===== config.mk =====
export PLATFORM = sky130hd
export DESIGN_NAME = motion_light_led_controller
export DESIGN_NICKNAME = d
export VERILOG_FILES = /design/src/rtl/core/mlc_pkg.sv /design/src/rtl/core/mlc_step.sv /design/src/rtl/core/motion_light_led_controller.sv
export SDC_FILE = /design/constraint.sdc
export NUM_CORES = 1
export LEC_CHECK = 0
export ABC_CLOCK_PERIOD_IN_PS = 11460
export BUFFER_PORTS_ARGS = -buffer_cell sky130_fd_sc_hd__buf_2
export CAP_MARGIN = 0
export CORE_ASPECT_RATIO = 0.7
export CORE_MARGIN = 1
export CORE_UTILIZATION = 35
export DETAILED_ROUTE_END_ITERATION = 10
export PLACE_DENSITY = 0.6
export SLEW_MARGIN = 20
export SYNTH_ARGS = -nofsm -noshare
export SYNTH_HDL_FRONTEND = slang
export SYNTH_SLANG_ARGS = --single-unit

===== constraint.sdc =====
create_clock -name clock -period 11.46 [get_ports clock]
set_clock_uncertainty 0.2 [all_clocks]
set_input_delay 1.146 -clock clock [delete_from_list [all_inputs] [get_ports clock]]
set_output_delay 1.146 -clock clock [all_outputs]
set_load 0.05 [all_outputs]

===== src/rtl/core/mlc_pkg.sv =====
// Shared types, register indexes and reset values for the motion and light LED controller.
package mlc_pkg;

   // Register indexes on the configuration port.
   localparam int CSR_INDEX_WIDTH = 3;
   localparam logic [CSR_INDEX_WIDTH-1:0] CSR_MOTION_COOLDOWN = 3'd0;
   localparam logic [CSR_INDEX_WIDTH-1:0] CSR_UPDATE_INTERVAL = 3'd1;
   localparam logic [CSR_INDEX_WIDTH-1:0] CSR_END_DEBOUNCE    = 3'd2;
   localparam logic [CSR_INDEX_WIDTH-1:0] CSR_FLASH_IGNORE    = 3'd3;
   localparam logic [CSR_INDEX_WIDTH-1:0] CSR_DARK_THRESHOLD  = 3'd4;
   localparam logic [CSR_INDEX_WIDTH-1:0] CSR_LIGHT_INTERVAL  = 3'd5;

   localparam int TIME_WIDTH   = 32;
   localparam int SAMPLE_WIDTH = 12;
   localparam int REQ_WIDTH    = 48;
   localparam int RSP_WIDTH    = 8;

   // Register reset values.
   localparam logic [TIME_WIDTH-1:0]   RST_MOTION_COOLDOWN = 32'd5000;
   localparam logic [TIME_WIDTH-1:0]   RST_UPDATE_INTERVAL = 32'd500;
   localparam logic [TIME_WIDTH-1:0]   RST_END_DEBOUNCE    = 32'd200;
   localparam logic [TIME_WIDTH-1:0]   RST_FLASH_IGNORE    = 32'd10000;
   localparam logic [SAMPLE_WIDTH-1:0] RST_DARK_THRESHOLD  = 12'd2000;
   localparam logic [TIME_WIDTH-1:0]   RST_LIGHT_INTERVAL  = 32'd1000;

   typedef logic [TIME_WIDTH-1:0] time_ms_type;

   // Configuration registers.
   typedef struct packed {
      time_ms_type             motion_cooldown_ms;
      time_ms_type             update_interval_ms;
      time_ms_type             end_debounce_ms;
      time_ms_type             flash_ignore_ms;
      logic [SAMPLE_WIDTH-1:0] dark_threshold;
      time_ms_type             light_interval_ms;
   } cfg_type;

   // One poll, laid out as on the request tdata (now_ms in the lowest bits).
   typedef struct packed {
      logic                    cooldown_clear;
      logic                    system_ready;
      logic                    security_active;
      logic [SAMPLE_WIDTH-1:0] light_sample;
      logic                    pir_level;
      time_ms_type             now_ms;
   } item_type;

   // One result, laid out as on the response tdata (ir_led_on in bit 0).
   typedef struct packed {
      logic motion_end_event;
      logic motion_update_event;
      logic motion_start_event;
      logic dark_now;
      logic flash_led_on;
      logic ir_led_on;
   } result_type;

   // Controller state carried from poll to poll.
   typedef struct packed {
      logic        pir_latched;
      logic        motion_active;
      time_ms_type last_start_time;
      time_ms_type last_update_time;
      time_ms_type end_candidate_time;
      logic        end_candidate_valid;
      time_ms_type ignore_until_time;
      logic        ignore_valid;
      time_ms_type last_light_time;
      logic        dark_flag;
      logic        ir_led_state;
      logic        flash_led_state;
   } state_type;

   // Sets both LEDs from darkness and motion; a flash turn-on opens the ignore window, a turn-off closes it.
   function automatic state_type drive_leds(state_type s, time_ms_type now,
                                            time_ms_type flash_ignore);
      state_type r;
      logic      want_flash;
      r          = s;
      want_flash = s.dark_flag & s.motion_active;
      r.ir_led_state = s.dark_flag & ~s.motion_active;
      if (want_flash != s.flash_led_state) begin
         r.flash_led_state = want_flash;
         if (want_flash) begin
            r.ignore_until_time = now + flash_ignore;
            r.ignore_valid      = 1'b1;
         end else begin
            r.ignore_until_time = '0;
            r.ignore_valid      = 1'b0;
         end
      end
      return r;
   endfunction

endpackage


===== src/rtl/core/mlc_step.sv =====
// Next-state and result logic for one poll: cooldown clear, motion step, then light step.
module mlc_step (
   input  mlc_pkg::cfg_type    cfg,
   input  mlc_pkg::state_type  state_cur,
   input  mlc_pkg::item_type   item,
   output mlc_pkg::state_type  state_nxt,
   output mlc_pkg::result_type result
);
   import mlc_pkg::*;

   always_comb begin
      state_type   s;
      time_ms_type now;
      logic        ev_start;
      logic        ev_update;
      logic        ev_end;
      logic        dark;

      s         = state_cur;
      now       = item.now_ms;
      ev_start  = 1'b0;
      ev_update = 1'b0;
      ev_end    = 1'b0;
      dark      = 1'b0;

      // The cooldown clear takes effect even when the system is not ready.
      if (item.cooldown_clear) begin
         s.last_start_time = '0;
      end

      if (item.system_ready) begin
         // Motion step.
         if (item.pir_level && !s.pir_latched) begin
            if ((now - s.last_start_time) > cfg.motion_cooldown_ms) begin
               s.last_start_time     = now;
               s.pir_latched         = 1'b1;
               s.motion_active       = 1'b1;
               s.last_update_time    = now;
               s.end_candidate_valid = 1'b0;
               s                     = drive_leds(s, now, cfg.flash_ignore_ms);
               ev_start              = 1'b1;
            end else begin
               s.pir_latched         = 1'b1;
               s.end_candidate_valid = 1'b0;
            end
         end else if (item.pir_level && s.pir_latched) begin
            if ((now - s.last_update_time) >= cfg.update_interval_ms) begin
               s.last_update_time = now;
               ev_update          = item.security_active;
            end
            s.end_candidate_valid = 1'b0;
         end else if (!item.pir_level && s.pir_latched) begin
            if (!s.end_candidate_valid) begin
               s.end_candidate_time  = now;
               s.end_candidate_valid = 1'b1;
            end else if ((now - s.end_candidate_time) >= cfg.end_debounce_ms) begin
               s.pir_latched         = 1'b0;
               s.motion_active       = 1'b0;
               s.end_candidate_valid = 1'b0;
               s                     = drive_leds(s, now, cfg.flash_ignore_ms);
               ev_end                = 1'b1;
            end
         end else begin
            s.end_candidate_valid = 1'b0;
         end

         // Light step; the ignore window may have been opened by the motion step above.
         if ((now - s.last_light_time) >= cfg.light_interval_ms) begin
            s.last_light_time = now;
            if (!(s.ignore_valid && (now < s.ignore_until_time))) begin
               dark = item.light_sample < cfg.dark_threshold;
               if (dark != s.dark_flag) begin
                  s.dark_flag = dark;
                  s           = drive_leds(s, now, cfg.flash_ignore_ms);
               end
            end
         end
      end

      state_nxt                  = s;
      result.ir_led_on           = s.ir_led_state;
      result.flash_led_on        = s.flash_led_state;
      result.dark_now            = s.dark_flag;
      result.motion_start_event  = ev_start;
      result.motion_update_event = ev_update;
      result.motion_end_event    = ev_end;
   end

endmodule


===== src/rtl/core/motion_light_led_controller.sv =====
// Top level of the motion and light LED controller.
//
// Each request transfer carries one poll: timestamp, PIR level, light sample and
// status flags. Each poll produces exactly one response transfer with the LED
// levels, the darkness decision and the motion event pulses for that poll.
// Registers are written through the csr_ channel, which is always ready; write
// them only while no poll is in flight.
//
// A poll is captured in an input register, processed combinationally by the step
// logic (a few 32-bit subtract-and-compare operations) and lands in the result
// register, which drives rsp_tvalid and rsp_tdata. Throughput is one poll per
// cycle while rsp_tready stays high. When the receiver stalls, the result
// register holds its value and the input register keeps one poll waiting;
// req_tready drops only when both are full and rsp_tready is low.
// Reset clears all controller state, empties both registers and loads the
// register reset values.
module motion_light_led_controller (
   input  logic                                  clock,
   input  logic                                  reset,
   // Request channel.
   input  logic                                  req_tvalid,
   output logic                                  req_tready,
   // tdata, lowest bit up: now_ms[31:0], pir_level, light_sample[11:0],
   // security_active, system_ready, cooldown_clear.
   input  logic [mlc_pkg::REQ_WIDTH-1:0]         req_tdata,
   // Response channel.
   output logic                                  rsp_tvalid,
   input  logic                                  rsp_tready,
   // tdata, lowest bit up: ir_led_on, flash_led_on, dark_now,
   // motion_start_event, motion_update_event, motion_end_event, two zero bits.
   output logic [mlc_pkg::RSP_WIDTH-1:0]         rsp_tdata,
   // Configuration write channel.
   input  logic                                  csr_valid,
   output logic                                  csr_ready,
   input  logic [mlc_pkg::CSR_INDEX_WIDTH-1:0]   csr_index,
   input  logic [mlc_pkg::TIME_WIDTH-1:0]        csr_data
);
   import mlc_pkg::*;

   cfg_type    cfg_ff;
   item_type   item_ff;
   logic       item_valid_ff;
   state_type  state_ff;
   state_type  state_in;
   result_type result_in;
   result_type result_ff;
   logic       rsp_valid_ff;
   logic       advance;

   // A poll moves into the result register when it is empty or being drained.
   assign advance    = item_valid_ff & (~rsp_valid_ff | rsp_tready);
   assign req_tready = ~item_valid_ff | advance;
   assign csr_ready  = 1'b1;
   assign rsp_tvalid = rsp_valid_ff;
   assign rsp_tdata  = {{(RSP_WIDTH - $bits(result_type)){1'b0}}, result_ff};

   // Configuration registers.
   always_ff @(posedge clock) begin
      if (reset) begin
         cfg_ff.motion_cooldown_ms <= RST_MOTION_COOLDOWN;
         cfg_ff.update_interval_ms <= RST_UPDATE_INTERVAL;
         cfg_ff.end_debounce_ms    <= RST_END_DEBOUNCE;
         cfg_ff.flash_ignore_ms    <= RST_FLASH_IGNORE;
         cfg_ff.dark_threshold     <= RST_DARK_THRESHOLD;
         cfg_ff.light_interval_ms  <= RST_LIGHT_INTERVAL;
      end else if (csr_valid) begin
         unique case (csr_index)
            CSR_MOTION_COOLDOWN: cfg_ff.motion_cooldown_ms <= csr_data;
            CSR_UPDATE_INTERVAL: cfg_ff.update_interval_ms <= csr_data;
            CSR_END_DEBOUNCE:    cfg_ff.end_debounce_ms    <= csr_data;
            CSR_FLASH_IGNORE:    cfg_ff.flash_ignore_ms    <= csr_data;
            CSR_DARK_THRESHOLD:  cfg_ff.dark_threshold     <= csr_data[SAMPLE_WIDTH-1:0];
            CSR_LIGHT_INTERVAL:  cfg_ff.light_interval_ms  <= csr_data;
            default: begin
            end
         endcase
      end
   end

   // Input register.
   always_ff @(posedge clock) begin
      if (reset) begin
         item_valid_ff <= 1'b0;
      end else if (req_tready) begin
         item_valid_ff <= req_tvalid;
      end
   end

   always_ff @(posedge clock) begin
      if (req_tvalid && req_tready) begin
         item_ff <= item_type'(req_tdata);
      end
   end

   // Per-poll step logic.
   mlc_step u_step (
      .cfg       (cfg_ff),
      .state_cur (state_ff),
      .item      (item_ff),
      .state_nxt (state_in),
      .result    (result_in)
   );

   // Controller state, updated once per processed poll.
   always_ff @(posedge clock) begin
      if (reset) begin
         state_ff <= '0;
      end else if (advance) begin
         state_ff <= state_in;
      end
   end

   // Result register.
   always_ff @(posedge clock) begin
      if (reset) begin
         rsp_valid_ff <= 1'b0;
      end else if (advance) begin
         rsp_valid_ff <= 1'b1;
      end else if (rsp_tready) begin
         rsp_valid_ff <= 1'b0;
      end
   end

   always_ff @(posedge clock) begin
      if (advance) begin
         result_ff <= result_in;
      end
   end

endmodule

==> results of run 1 <==
-- cell usage in the layout, fill, tap and decap left out, types with 48 or more instances in the layout --
cell and instances:
edfxtp_1 54, a21oi_1 386, buf_4 58, a22oi_1 54, clkbuf_16 48, nand2b_1 62
buf_2 95, a21o_1 116, nor2_1 179, o21ai_0 140, dfxtp_1 341, xnor2_1 100
ha_1 325, inv_1 274, nand2_1 504
-- routing by layer --
layer  vias up  routed length (µm)  global-route usage, %
li1      11400                   -                      -
met1     10600               39800                   31.1
met2       677               30700                   29.3
met3        88                6120                   3.40
met4         0                1430                   4.65
met5         -                   0                      0
-- final cells by class --
class                      count  area (µm²)
clock buffer                  56        1260
clock inverter                26         283
fill                        7612       44300
inverter                     275        1030
multi-input combinational   2436       16100
sequential                   395        8450
tap                          977        1220
timing repair buffer         154         926
-- logic make-up after synthesis --
family / Yosys count / share of synthesized area (%)
flops: 395 / 32.4
buf+inv: 404 / 5.93
fa+ha+maj: 330 / 16.0
other cells: 2 / 0.0288
simple gates: 973 / 16.5
compound gates: 935 / 22.3
mux: 49 / 1.89
xor+xnor: 146 / 4.91
-- per-stage QoR --
step	hold slack [ns]	instance area (µm²)
floorplan	0.236	26100
CTS	0.255	29300
detailed placement	0.246	27700
global route	0.267	29300
finish	0.253	29300
global placement	0.243	27700
-- power breakdown --
group	leakage, nW	internal (mW)	switching [mW]
registers	3.29	1.45	0.0274
logic	7.48	0.321	0.494
clock network	0.753	0.897	0.644
total	11.5	2.66	1.17
-- tightest hold or removal path, delay by kind of cell, from the launching register on --
family,cells,cell delay (ns)
DFF,1,0.31
AOI/OAI and AO/OA,1,0.05
and+or+nand+nor,1,0.05
-- worst max-delay path by stage --
stage / from / to / cells after the start
after global placement: item_ff[47] / state_ff[40] / 39
final: item_ff[47] / state_ff[40] / 39
after detailed placement: item_ff[0] / state_ff[49] / 39
after floorplan: item_ff[1] / state_ff[63] / 36
after global routing: item_ff[47] / state_ff[49] / 39
after CTS: item_ff[0] / state_ff[49] / 39
==> results.md, run 1 <==
- Vias per cell: 5.27
- Max-Slew Margin vs Limit: 30.4%
- Initial antenna violation count: 1
- Top cell type's share of synthesized area: 26.2%
- CP Max Fanout: 20
- Setup Viol. Count Final: 0
- Peak Freq: 0.101 GHz
- Crit-path slowest cell: nor4_1
- Worst EP required: 11.73 ns
- Leading area contributor after synthesis: dfxtp_1
- Cell family with most CP delay: compound AO/OA/AOI/OAI gates
- Hold WC Path Type: reg -> reg
- Placed wire-length estimate: 57.0 mm
- Die ar.: 0.0756 mm²
- FF-to-FF End: state_ff[40]
- FF-to-FF setup slack: 1.59 ns
- GRT Total Usage: 20.4%
- Die Y: 230 µm
- CTS clk-pin slew, worst paths: 0.06 ns
- RSZ-0062 raised after global routing: false
- Worst vdd ir: 0.113 mV
- Num ports: 99
- Leakage dissipation: 11.5 nW
- Pin count of the biggest net entering global routing: 97
- CTS sink cnt: 395
- Synth warnings: 0
- Cell with the most instances after synthesis: nand2_1
- Vias: 22800
- Row count: 83
- Post-synthesis cell area: 0.0261 mm²
- Pwr dens: 131 mW/mm²
- Global route overflow: 0
- Asr flop ratio synth: 0%
- Number of synthesized flops with an enable pin: 54
- CTS buffer count: 45
- Routed Antenna Nets: 0
- Min Tclk post-route: 9.87 ns
- Seq cells post-synth: 395
- Tcrit/Tclk final: 86.2%
- Synth top area cells: dfxtp_1 26%, ha_1 16%, a21oi_1 7.4%
- Synth Area per Inst: 8.06 µm²
- TritonCTS clock tree: done
- Final wirelength: 78.0 mm
- DRC Markers: 2
- Port bufs: 95
- Placed cells: 4237
- Pre-antenna DRT Iters: 8
- Clk_lat worst skew: 0.60 ns
- Final Util: 39.8%
- Worst reg2reg path depth: 39
- Post-synth cell types: 80
- # H-tree levels: 2
- Clock Path Buffers: 3
- Hold depth: 2
- Layout cells sized above 1: 7.96%
- Area Growth Syn to Fin: 12.3%
- CTS root buf: clkbuf_16
- Post-Synthesis Cells: 3234
- Nets: 3725
- Crit path capture type: flip-flop
- Core box area: 0.0735 mm²
- Layout Cells excl Fill: 4319
- # diodes: 0
- Top_reg_cell synth: dfxtp_1
- RR Startpoint: item_ff[47]
- Post-synth top cells: 504 x nand2_1, 386 x a21oi_1, 341 x dfxtp_1
- Initial core utilization: 35.4%
- Failing checks: design-rule violations
- Die width: 328 µm
- Pwr Total: 3.83 mW
- Status: finished with violations
- Wirelength per Cell: 18.1 µm
- Startpoint types: flip-flop
- Crit Path Category: reg -> reg
- Least-Margin Pin Slew: 1.04 ns
- Post-CTS resize count: 0
- Max-cap violations: 0
- Seq/Total Area, Yosys: 32.4%
- Final hold vios: 0
- Setup Buffers After CTS: 0
- First-pass GRT wire length: 121 mm
- Vias in the first global route: 21100
- Critical path's largest stage delay: 0.72 ns
- Iter 0 DRT Violations: 2019
- Gpl congestion: 0.898
- Arrival time at the worst endpoint: 10.15 ns
- CTS Hold Buffers Added: 0
- Most frequent cell on the critical path: a21o_1
- Fin worst setup slack: 1.59 ns
- Max Slew Vio Count: 0
- Setup TNS: 0 ns
- Place WS: 1.75 ns
- Buffers plus inverters on the worst setup path: 2
Power figures use the tool's default switching activity.
==> run 2, diff against run 1 <==
--- a/config.mk
+++ b/config.mk
@@ -12,7 +12,7 @@
 export CORE_MARGIN = 1
 export CORE_UTILIZATION = 35
 export DETAILED_ROUTE_END_ITERATION = 10
-export PLACE_DENSITY = 0.6
+export PLACE_DENSITY = 0.52
 export SLEW_MARGIN = 20
 export SYNTH_ARGS = -nofsm -noshare
 export SYNTH_HDL_FRONTEND = slang
==> run 2 against run 1 <==
Against the previous run: maximum frequency shrank 2.9%; critical path type unchanged; critical endpoint is now state_ff[63]; wire length grew 7.3%; clock-buffer cell count grew 13; sequential share of layout area shrank 0.15 points; the run still ends with design-rule violations left.
==> results.md, run 2 (synthesized netlist as in run 1, its figures left out) <==
- Status: finished with violations
- Failing checks: design-rule violations
- Filler cells: 7596
- Max-cap violations: 0
- Initial core utilization: 35.4%
- Initial antenna violation count: 2
- Setup Viol. Count Final: 0
- Tcrit/Tclk final: 88.7%
- Hold WC Path Type: reg -> reg
- Max-Slew Margin vs Limit: 25.5%
- Die ar.: 0.0756 mm²
- Setup Buffers After CTS: 0
- Least-Margin Pin Slew: 1.11 ns
- RR Startpoint: item_ff[1]
- Core box area: 0.0735 mm²
- Final hold vios: 0
- CTS sink cnt: 395
- Port bufs: 95
- Register area: 0.00845 mm²
- Global route overflow: 0
- # H-tree levels: 2
- Placed wire-length estimate: 60.8 mm
- Pin count of the biggest net entering global routing: 86
- CTS Hold Buffers Added: 0
- DRC Markers: 2
- Crit path capture type: flip-flop
- GRT Total Usage: 22.0%
- WHS: 0.252 ns
- Clock Path Buffers: 3
- Area of the multi-input gates: 0.0161 mm²
- Iter 0 DRT Violations: 1656
- Die Y: 230 µm
- Vias per cell: 5.20
- Final wirelength: 83.7 mm
- Layout cells sized above 1: 8.18%
- Die width: 328 µm
- CP Max Fanout: 23
- Nets: 3730
- Critical path's largest stage delay: 0.79 ns
- TritonCTS clock tree: done
- Arrival time at the worst endpoint: 10.47 ns
- Min Tclk post-route: 10.16 ns
- Post-CTS resize count: 0
- Wirelength per Cell: 19.4 µm
- First-pass GRT wire length: 128 mm
- Pwr dens: 134 mW/mm²
- Crit Path Category: reg -> reg
- Setup TNS: 0 ns
- Pre-antenna DRT Iters: 8
- Leakage dissipation: 11.6 nW
- CTS buffer count: 47
- Worst vdd ir: 0.104 mV
- Gpl congestion: 0.872
- Peak Freq: 0.0984 GHz
- Worst setup path start: item_ff[1]
- Max Slew Vio Count: 0
- Most frequent cell on the critical path: a21o_1
- Num ports: 99
- Routed Antenna Nets: 0
- Clk_lat worst skew: 0.62 ns
- Vias: 22500
- Hold_sp: cfg_ff[18]
- Row count: 83
- # diodes: 0
- Most common cell after layout, fill and taps aside: nand2_1
- CTS root buf: clkbuf_16
- Crit-path slowest cell: a2111oi_0
- Most frequent cells in the layout: 503 x nand2_1, 386 x a21oi_1, 341 x dfxtp_1
- RSZ-0062 raised after global routing: false
- Startpoint types: flip-flop
- Worst EP required: 11.77 ns
- Area Growth Syn to Fin: 12.9%
- Vias in the first global route: 20900
- CTS clk-pin slew, worst paths: 0.06 ns
[run 2: cell count changes in the layout (fill, tap and decap cells not counted), moves of 3 or more]
cell	before	now
inv_4	3	0
clkinvlp_4	4	1
clkinv_1	5	1
buf_4	58	61
clkbuf_1	5	9
clkbuf_8	3	10
[run 2: final cells by class]
cell class	instances	share of cell area [%]
multi-input combinational	2436	54.7
sequential	395	28.7
clock buffer	69	4.84
tap	977	4.15
inverter	275	3.51
timing repair buffer	157	3.22
clock inverter	16	0.851
[run 2: report_power, final]
part           switching, mW  total [mW]  internal (mW)
combinational          0.510       0.832          0.322
sequential            0.0252        1.47           1.45
clock                  0.658        1.65          0.995
[run 2: per-stage QoR]
step	worst slack (ns)	power, mW	utilization (%)	instance area (µm²)	cells
3_3_place_gp	1.62	2.33	37.7	27700	4239
2_1_floorplan	3.52	2.07	-	26100	3235
4_1_cts	1.29	3.99	40.0	29400	4325
5_1_grt	0.440	4.15	40.0	29400	4325
6_report	1.30	3.96	40.0	29400	4325
3_5_place_dp	1.36	2.32	37.7	27700	4240
[run 2: critical path: cells and delay by family, from the launching register on]
kind	cells	cell delay (ns)
flops	1	0.61
compound gates	26	6.77
simple gates	4	0.65
fa+ha+maj	3	0.89
xor+xnor	1	0.16
buf+inv	3	0.78
[run 2: path summary, 6_finish.rpt]
check | end | slack, ns | cells after the start
worst min-delay path | cfg_ff[18] | 0.25 | 2
worst max register to register | state_ff[63] | 1.30 | 37
worst min register to register | cfg_ff[18] | 0.25 | 2
worst max-delay path | state_ff[63] | 1.30 | 37
[run 2: routing by layer]
layer,track usage (%),wire length (µm),vias up
met5,0,0,-
met3,3.74,5380,85
met2,30.6,32700,574
met4,4.97,1550,0
li1,-,-,11500
met1,34.4,44100,10400
